<file path="config.mk">
export PLATFORM = sky130hd
export DESIGN_NAME = delayed_task_slot_scheduler
export DESIGN_NICKNAME = d
export VERILOG_FILES = /design/src/sv/dtss_pkg.sv /design/src/sv/dtss_slot_mem.sv /design/src/sv/delayed_task_slot_scheduler.sv
export SDC_FILE = /design/constraint.sdc
export NUM_CORES = 1
export LEC_CHECK = 0
export BUFFER_PORTS_ARGS = -buffer_cell sky130_fd_sc_hd__buf_4
export CAP_MARGIN = 15
export CELL_PAD_IN_SITES_DETAIL_PLACEMENT = 0
export CELL_PAD_IN_SITES_GLOBAL_PLACEMENT = 2
export CORE_MARGIN = 2
export CORE_UTILIZATION = 43
export CTS_CLUSTER_SIZE = 10
export DETAILED_ROUTE_END_ITERATION = 12
export GPL_ROUTABILITY_DRIVEN = 0
export GPL_TIMING_DRIVEN = 0
export PLACE_DENSITY = 0.83
export SETUP_SLACK_MARGIN = 0.4
export SYNTH_ARGS = -nofsm -noshare
export SYNTH_HDL_FRONTEND = slang
export SYNTH_HIERARCHICAL = 1
export SYNTH_SLANG_ARGS = --single-unit
</file>
<file path="constraint.sdc">
create_clock -name clk_i -period 4.49 [get_ports clk_i]
set_input_delay 0.898 -clock clk_i [delete_from_list [all_inputs] [get_ports clk_i]]
set_output_delay 0.898 -clock clk_i [all_outputs]
set_load 0.005 [all_outputs]
</file>
<file path="src/sv/dtss_pkg.sv">
package dtss_pkg;

  localparam int SLOTS  = 8;
  localparam int SLOT_W = (SLOTS > 1) ? $clog2(SLOTS) : 1;
  localparam int TASK_W = 8;
  localparam int CNT_W  = 16;

  typedef enum logic [1:0] {
    REQ_TICK     = 2'd0,
    REQ_CREATE   = 2'd1,
    REQ_DISPATCH = 2'd2
  } req_e;

  typedef struct packed {
    logic [TASK_W-1:0] tid;
    logic [CNT_W-1:0]  countdown;
  } slot_t;

  typedef struct packed {
    logic              rd_en;
    logic [SLOT_W-1:0] rd_addr;
    logic              wr_en;
    logic [SLOT_W-1:0] wr_addr;
    slot_t             wr_data;
  } mem_req_t;

endpackage

</file>
<file path="src/sv/dtss_slot_mem.sv">
module dtss_slot_mem
  import dtss_pkg::*;
(
  input  logic     clk_i,
  input  logic     rst_ni,
  input  mem_req_t req_i,
  output slot_t    rd_data_o
);

  slot_t              mem [SLOTS];
  logic [SLOTS-1:0]   written_q;
  slot_t              rd_q;
  logic               rd_written_q;

  // Write port and registered read port; the payload array needs no reset.
  always_ff @(posedge clk_i) begin
    if (req_i.wr_en) begin
      mem[req_i.wr_addr] <= req_i.wr_data;
    end
    if (req_i.rd_en) begin
      rd_q <= mem[req_i.rd_addr];
    end
  end

  // Per-entry written bits stand in for clearing the array at reset.
  always_ff @(posedge clk_i or negedge rst_ni) begin
    if (!rst_ni) begin
      written_q    <= '0;
      rd_written_q <= 1'b0;
    end else begin
      if (req_i.wr_en) begin
        written_q[req_i.wr_addr] <= 1'b1;
      end
      if (req_i.rd_en) begin
        rd_written_q <= written_q[req_i.rd_addr];
      end
    end
  end

  // An entry never written reads as a free slot with a zero countdown.
  assign rd_data_o = rd_written_q ? rd_q : '0;

endmodule

</file>
<file path="src/sv/delayed_task_slot_scheduler.sv">
// Delayed task slot scheduler. The slot table (task id and 16-bit countdown per
// slot) sits in a single-port-read, single-port-write memory with a registered
// read port. Every request (tick, create, dispatch) is one input transaction
// and yields one output transaction: tdata carries the dispatched task (0 when
// none), tuser carries the accepted flag. Each request walks all SLOTS entries
// in order, reading one entry per cycle and writing back the entry read in the
// previous cycle; the next request is taken only once the result has entered
// the output register. A new request is accepted while the previous result
// still waits in the output register.
module delayed_task_slot_scheduler
  import dtss_pkg::*;
(
  input  logic        clk_i,
  input  logic        rst_ni,
  input  logic        s_axis_tvalid_i,
  output logic        s_axis_tready_o,
  input  logic [23:0] s_axis_tdata_i,  // [7:0] task_id, [23:8] delay_ticks
  input  logic [1:0]  s_axis_tuser_i,  // [1:0] req_type
  output logic        m_axis_tvalid_o,
  input  logic        m_axis_tready_i,
  output logic [7:0]  m_axis_tdata_o,  // [7:0] task_out
  output logic        m_axis_tuser_o   // [0] accepted
);

  localparam logic [1:0] S_IDLE = 2'd0;
  localparam logic [1:0] S_WALK = 2'd1;
  localparam logic [1:0] S_DONE = 2'd2;

  localparam logic [SLOT_W-1:0] LAST_SLOT = SLOT_W'(SLOTS - 1);

  logic [1:0]        state_q, state_d;
  logic [SLOT_W-1:0] idx_q, idx_d;
  logic              found_q, found_d;
  logic [TASK_W-1:0] res_task_q, res_task_d;
  logic [1:0]        req_q;
  logic [TASK_W-1:0] id_q;
  logic [CNT_W-1:0]  delay_q;

  logic              out_valid_q, out_valid_d;
  logic [TASK_W-1:0] out_task_q, out_task_d;
  logic              out_acc_q, out_acc_d;

  logic     in_fire;
  logic     out_free;
  mem_req_t mem_req;
  slot_t    entry;

  dtss_slot_mem u_mem (
    .clk_i    (clk_i),
    .rst_ni   (rst_ni),
    .req_i    (mem_req),
    .rd_data_o(entry)
  );

  assign s_axis_tready_o = (state_q == S_IDLE);
  assign in_fire         = s_axis_tvalid_i && s_axis_tready_o;
  assign out_free        = !out_valid_q || m_axis_tready_i;

  always_comb begin
    state_d     = state_q;
    idx_d       = idx_q;
    found_d     = found_q;
    res_task_d  = res_task_q;
    out_valid_d = out_valid_q;
    out_task_d  = out_task_q;
    out_acc_d   = out_acc_q;
    mem_req     = '0;

    if (out_valid_q && m_axis_tready_i) begin
      out_valid_d = 1'b0;
    end

    case (state_q)
      S_IDLE: begin
        if (in_fire) begin
          mem_req.rd_en   = 1'b1;
          mem_req.rd_addr = '0;
          idx_d           = '0;
          found_d         = 1'b0;
          res_task_d      = '0;
          state_d         = S_WALK;
        end
      end
      S_WALK: begin
        // Prefetch the next entry while the current one is modified.
        mem_req.rd_en   = (idx_q != LAST_SLOT);
        mem_req.rd_addr = idx_q + 1'b1;
        mem_req.wr_addr = idx_q;
        mem_req.wr_data = entry;
        case (req_e'(req_q))
          REQ_TICK: begin
            if (entry.countdown != '0) begin
              mem_req.wr_en             = 1'b1;
              mem_req.wr_data.countdown = entry.countdown - 1'b1;
            end
          end
          REQ_CREATE: begin
            if (!found_q && entry.tid == '0) begin
              mem_req.wr_en             = 1'b1;
              mem_req.wr_data.tid       = id_q;
              mem_req.wr_data.countdown = delay_q;
              found_d                   = 1'b1;
            end
          end
          REQ_DISPATCH: begin
            if (!found_q && entry.tid != '0 && entry.countdown == '0) begin
              mem_req.wr_en       = 1'b1;
              mem_req.wr_data.tid = '0;
              found_d             = 1'b1;
              res_task_d          = entry.tid;
            end
          end
          default: begin
          end
        endcase
        if (idx_q == LAST_SLOT) begin
          state_d = S_DONE;
        end else begin
          idx_d = idx_q + 1'b1;
        end
      end
      S_DONE: begin
        // Hold until the output register can take the result.
        if (out_free) begin
          out_valid_d = 1'b1;
          case (req_e'(req_q))
            REQ_TICK: begin
              out_task_d = '0;
              out_acc_d  = 1'b1;
            end
            REQ_CREATE: begin
              out_task_d = '0;
              out_acc_d  = found_q;
            end
            REQ_DISPATCH: begin
              out_task_d = res_task_q;
              out_acc_d  = 1'b1;
            end
            default: begin
              out_task_d = '0;
              out_acc_d  = 1'b0;
            end
          endcase
          state_d = S_IDLE;
        end
      end
      default: begin
        state_d = S_IDLE;
      end
    endcase
  end

  always_ff @(posedge clk_i or negedge rst_ni) begin
    if (!rst_ni) begin
      state_q     <= S_IDLE;
      idx_q       <= '0;
      found_q     <= 1'b0;
      out_valid_q <= 1'b0;
    end else begin
      state_q     <= state_d;
      idx_q       <= idx_d;
      found_q     <= found_d;
      out_valid_q <= out_valid_d;
    end
  end

  always_ff @(posedge clk_i) begin
    res_task_q <= res_task_d;
    out_task_q <= out_task_d;
    out_acc_q  <= out_acc_d;
    if (in_fire) begin
      req_q   <= s_axis_tuser_i;
      id_q    <= s_axis_tdata_i[TASK_W-1:0];
      delay_q <= s_axis_tdata_i[TASK_W+CNT_W-1:TASK_W];
    end
  end

  assign m_axis_tvalid_o = out_valid_q;
  assign m_axis_tdata_o  = out_task_q;
  assign m_axis_tuser_o  = out_acc_q;

endmodule
</file>
==> After elaboration in Yosys (flattened, before gate mapping) <==
Memories as Yosys holds them, arrays and structs flattened. A register that Yosys moved wholly into a read port is not among the register bits.
Index checks and enable logic that the tools add are counted.
{ "totals": {"output_inout_bits": 11, "word_cells": 95, "mem_bits_rw": 192, "n_memories": 1, "regBits": 59, "inputBits": 30, "latch_bits": 0, "romBits": 0} }
{ "mem_list": {"columns": ["memory", "words", "width", "rd", "rd_ports_with_merged_regs", "write_ports", "line", "source"], "rows": [
  ["u_mem.mem", 8, 24, 1, 1, 1, "dtss_slot_mem.sv:10", "slot_t mem [SLOTS];"]
]} }
{ "op_classes": {"n_div": 0, "mul": 0, "reduce_logical": 22, "order_cmp": 3, "addsub": 2, "shift": 0, "bitwise_logic": 1, "muxes": 39, "eq_ne": 15} }
{ "op_table": {"columns": ["cell", "n"], "rows": [
  ["24-bit two-way mux", 2],
  ["8-bit two-way mux", 4],
  ["16-bit one-hot mux with 2 select lines", 1],
  ["8-bit one-hot mux with 2 select lines", 2],
  ["28-bit two-way mux", 1],
  ["16-bit logical NOT", 1],
  ["16-bit two-way mux", 1],
  ["16-bit nonzero test", 1],
  ["16-bit by 1-bit subtractor with 16-bit output (second input constant)", 1],
  ["1-bit two-way mux", 13],
  ["3-bit inequality test (second input constant)", 4],
  ["2-bit inequality test (second input constant)", 5],
  ["8-bit logical NOT", 1],
  ["3-bit by 4-bit < comparator with 1-bit output (second input constant)", 2],
  ["8-bit OR", 1],
  ["4-bit one-hot mux with 2 select lines", 1],
  ["8-bit nonzero test", 1],
  ["1-bit logical AND", 6],
  ["2-bit two-way mux", 3],
  ["3-bit two-way mux", 2],
  ["1-bit one-hot mux with 2 select lines", 3],
  ["2-bit one-hot mux with 3 select lines", 1],
  ["3-bit one-hot mux with 2 select lines", 1],
  ["3-bit AND reduction", 2],
  ["18 further kinds", 22]
]} }

==> Logic depth before layout (Yosys ltp) <==
{ "depth": {"word_depth": 12, "depth_mapped": 10, "depth_no_buf": 10} }

==> By module <==
The synthesis kept the hierarchy.
{ "modules_own_cells": {"columns": ["module", "seq_area_each_um2", "cells_each", "n_inst", "area_per_inst_um2"], "rows": [
  ["dtss_slot_mem", 6711.4, 365, 1, 8663.3],
  ["delayed_task_slot_scheduler", 1466.4, 271, 1, 2919.0]
]} }

==> Worst setup path after synthesis <==
Ideal clock, no wire load.
{ "synth_path": {"path_type": "register -> register", "startpoint": "register u_mem.rd_written_q", "endpoint": "memory u_mem/mem[0][0] (netlist name) (enable)", "synth_period_minus_slack_ps": 4412, "t_required_ps": 4053, "stages_incl_launch_ff": 10, "arrival_ps": 3975, "setup_ps": 437, "path_slack_ps": 78, "path_buffers": 2, "path_cell_list": "dfrtp_1 clkbuf_1 and2_1 or4_1 buf_2 nor4_1 nand3_1 a211oi_1 nand2b_1 nor3_1"} }
{ "synth_rtl": {"columns": ["item", "line", "source"], "rows": [
  ["from (decl)", "dtss_slot_mem.sv:13", "logic rd_written_q;"],
  ["from (signal assigned)", "dtss_slot_mem.sv:35", "rd_written_q <= written_q[req_i.rd_addr];"],
  ["to (decl)", "dtss_slot_mem.sv:10", null]
]} }

==> results by group <==
Critical path
  • Startpoint of the worst register-to-register path: u_mem/rd_written_q
  • R2R cell count: 11
  • R2R setup slack: 620 ps
  • Critical path arrival: 4080 ps
  • Worst setup path class: flip-flop to flip-flop
  • Worst endpoint required time: roughly 4700 ps
  • Endpoint class of the critical path: flip-flop
  • Critical path peak fanout: 13
  • Reg2reg end: u_mem/mem[1][9]
  • Type of element launching the critical path: flip-flop

Floorplan
  • Cell row count: 60
  • Core Footprint: 26,700 um^2
  • Effective utilization at floorplan: 0.433
  • Full die area: around 28,000 um^2
  • I/O pin cnt: 41
  • Die Height: 168 um
  • Die span in x: around 170 um

Final layout
  • Total number of nets in the final design: 772
  • Area growth syn-to-layout: 19.1%
  • Number of cells in the finished layout apart from fillers: 1,092
  • Final antenna diode count: 0
  • Commonest non-fill, non-tap cells in the layout: 259 x sky130_fd_sc_hd__edfxtp_1, 46 x sky130_fd_sc_hd__and2_1, 44 x sky130_fd_sc_hd__buf_4
  • Layout cells sized above 1: 0.241
  • Most common cell after layout, fill and taps aside: sky130_fd_sc_hd__edfxtp_1

Logic synthesis
  • Library cells used by synthesis: 50
  • Number of flops mapped to enable cells by yosys: 259
  • Share of flip-flops with an asynchronous set or reset after synthesis: 0.0582
  • Gate Count Post-Synth: between 600 and 700
  • Total nets after synthesis: 674
  • Sequential area share after synthesis: 0.706
  • Dominant cells by area after synthesis: sky130_fd_sc_hd__edfxtp_1 67%, sky130_fd_sc_hd__mux4_1 9.3%, sky130_fd_sc_hd__dfrtp_1 3.5%
  • Synth Cell Area: 11,600 um^2
  • Area share of the largest cell type after synthesis: 0.671
  • Warnings from Yosys: 6
  • Top cell type by total area after synthesis: sky130_fd_sc_hd__edfxtp_1
  • Leading register cell type out of synthesis: sky130_fd_sc_hd__edfxtp_1
  • Synth Register Bits: around 280
  • Mean post-synth cell area: 18.2 um^2

Detailed routing
  • Vias: 6,260
  • DRC marker count from the first detailed-route iteration: 581
  • Detailed Route WL: ~26,000 um
  • Antenna-violating nets left: 0
  • Number of remaining DRC errors: 0
  • Routed wirelength normalized by instance count: 23.4 um
  • Detailed-route vias per instance: 5.73
  • Number of iterations in the first detailed-routing pass: 5

Place
  • Cell count after placement: 1,020
  • Estimated wirelength of the detail-placed design: roughly 16,000 um
  • Count of buffers from port buffering: 40

STA
  • Final critical path time including I/O delays and setup: 3870 ps
  • Setup TNS: 0 ps
  • Total count of max-transition violations in the final report: 0
  • Endpoints failing setup: 0
  • Crit share post-route: 0.862
  • Slew at the pin closest to its max-slew limit: 1100 ps
  • Unrepaired setup endpoints after global routing: no
  • Relative slew slack: 0.263
  • Worst clock skew: roughly 19 ps
  • Highest clock rate: 0.258 GHz
  • Final count of hold timing violations: 0

Clock tree
  • Number of buffers on the longest clock path: 3
  • TritonCTS Sinks: 275
  • TritonCTS clock tree: done
  • Clock buffers created by TritonCTS: 34
  • Reg clk slew, reported paths: 50 ps
  • Root Driver: sky130_fd_sc_hd__clkbuf_16
  • Skew-Pair Late Insertion Delay: approximately 520 ps
  • CTS HTree Levels: 2

Pwr
  • Cell leakage power: 4.79 nW
  • Worst IR Drop VDD: 0.285 mV
  • PD cells: roughly 700 nW/um^2

Global routing
  • Initial antenna violation count: 0
  • Number of global-route vias before repair: 6,384
  • Combined global-route utilization of all metal layers: 0.178
  • Largest net degree at the start of global routing: 27
  • Remaining global-route overflow: 0
  • Wire length of the first global-routing pass: between 30,000 and 40,000 um

Outcome
  • Result of the run: finished, final reports clean

Min path
  • Hold/Removal Path Class: input port to asynchronous set/reset pin

Job
  • MaxCap Viol Count: 0
-- power breakdown --
| part | internal (mW) | switching, mW | leakage [nW] |
|---|---|---|---|
| clock network | 1.50 | 0.969 | 0.492 |
| logic | 1.44 | 1.94 | 1.70 |
| registers | 3.58 | 0.134 | 2.60 |
| total | 6.53 | 3.05 | 4.79 |
-- final cells by class --
class | instances | area (um^2)
fillers | 2078 | 12900
flip-flops and latches | 275 | 8180
multi-input cells | 330 | 3400
clock buffers | 47 | 931
repair buffers | 56 | 593
well taps | 341 | 427
plain buffers | 26 | 153
clock inverters | 6 | 73.8
inverters | 11 | 41.3
-- cell usage after synthesis (all sizes together), types with 10 or more instances --
cell,number
nor2b,15
nand2,15
nand3,10
mux2,27
or4,13
and2,46
buf,14
mux4,49
mux2i,17
edfxtp,259
inv,11
clkbuf,12
nor2,21
dfrtp,16
-- metrics by stage --
stage	instance area, um^2	power (mW)	util	hold WS [ps]	worst slack (ps)
2_1_floorplan	11600	5.99	-	439	731
3_3_place_gp	12300	6.87	0.461	452	-1030
3_5_place_dp	12500	7.03	0.467	457	-73.5
4_1_cts	13600	9.54	0.508	236	81.9
5_1_grt	13800	10.0	0.516	239	373
6_report	13800	9.58	0.516	236	620
-- critical path, cell delays in order (launching register included) --
cell	delay, ps
sky130_fd_sc_hd__dfrtp_1	440
sky130_fd_sc_hd__clkbuf_1	250
sky130_fd_sc_hd__and2_1	280
sky130_fd_sc_hd__or4_1	510
sky130_fd_sc_hd__buf_2	190
sky130_fd_sc_hd__nor4_2	400
sky130_fd_sc_hd__nand3_1	170
sky130_fd_sc_hd__a211oi_2	470
sky130_fd_sc_hd__nand2_4	250
sky130_fd_sc_hd__nor3_4	290
sky130_fd_sc_hd__buf_12	160
sky130_fd_sc_hd__buf_16	150
-- per-layer routing --
metal  share of wire  track usage  up-vias
met2            0.49        0.299      260
li1                -            -     2794
met3           0.060       0.0308       46
met4           0.032       0.0690        0
met5               0            0        -
met1            0.42        0.233     3160
-- how the worst max path moves through the flow --
stage	from	endpoint	slack (ps)	cells after the start
after CTS	u_mem/rd_written_q	u_mem/mem[2][6]	80	9
after global routing	u_mem/rd_written_q	u_mem/mem[1][9]	370	11
after floorplan	u_mem/rd_written_q	u_mem/mem[7][0]	730	9
after detailed placement	u_mem/rd_written_q	u_mem/mem[0][9]	-70	9
after global placement	u_mem/rd_written_q	u_mem/mem[3][8]	-1030	9
final	u_mem/rd_written_q	u_mem/mem[1][9]	620	11
-- state kept, by name, indices dropped and copies added, names as in the netlist, 3 cells and up --
signal / count
u_mem/written_q: 8
u_mem/rd_q: 24
m_axis_tdata_o: 8
delay_q: 16
id_q: 8
u_mem/mem: 192
idx_q: 3
res_task_q: 8
-- timing repair --
action	in CTS	in global routing
setup endpoints to repair	208	208
setup buffers	6	7
endpoints found under the hold margin	0	0
gates resized for setup	2	13
hold buffers	0	0
pin swaps	5	7
gates cloned	0	6
-- cells by family (layout without fill, tap and decap cells) --
| kind of cell | Yosys count | after routing | synth area share |
|---|---|---|---|
| AOI/OAI and AO/OA | 55 | 55 | 0.0345 |
| and+or+nand+nor | 168 | 174 | 0.0846 |
| DFF | 275 | 275 | 0.706 |
| adders and majority gates | 8 | 8 | 0.00864 |
| buffers and inverters | 37 | 146 | 0.0167 |
| muxes | 93 | 93 | 0.150 |
No activity file was read; power rests on OpenSTA's default activity.
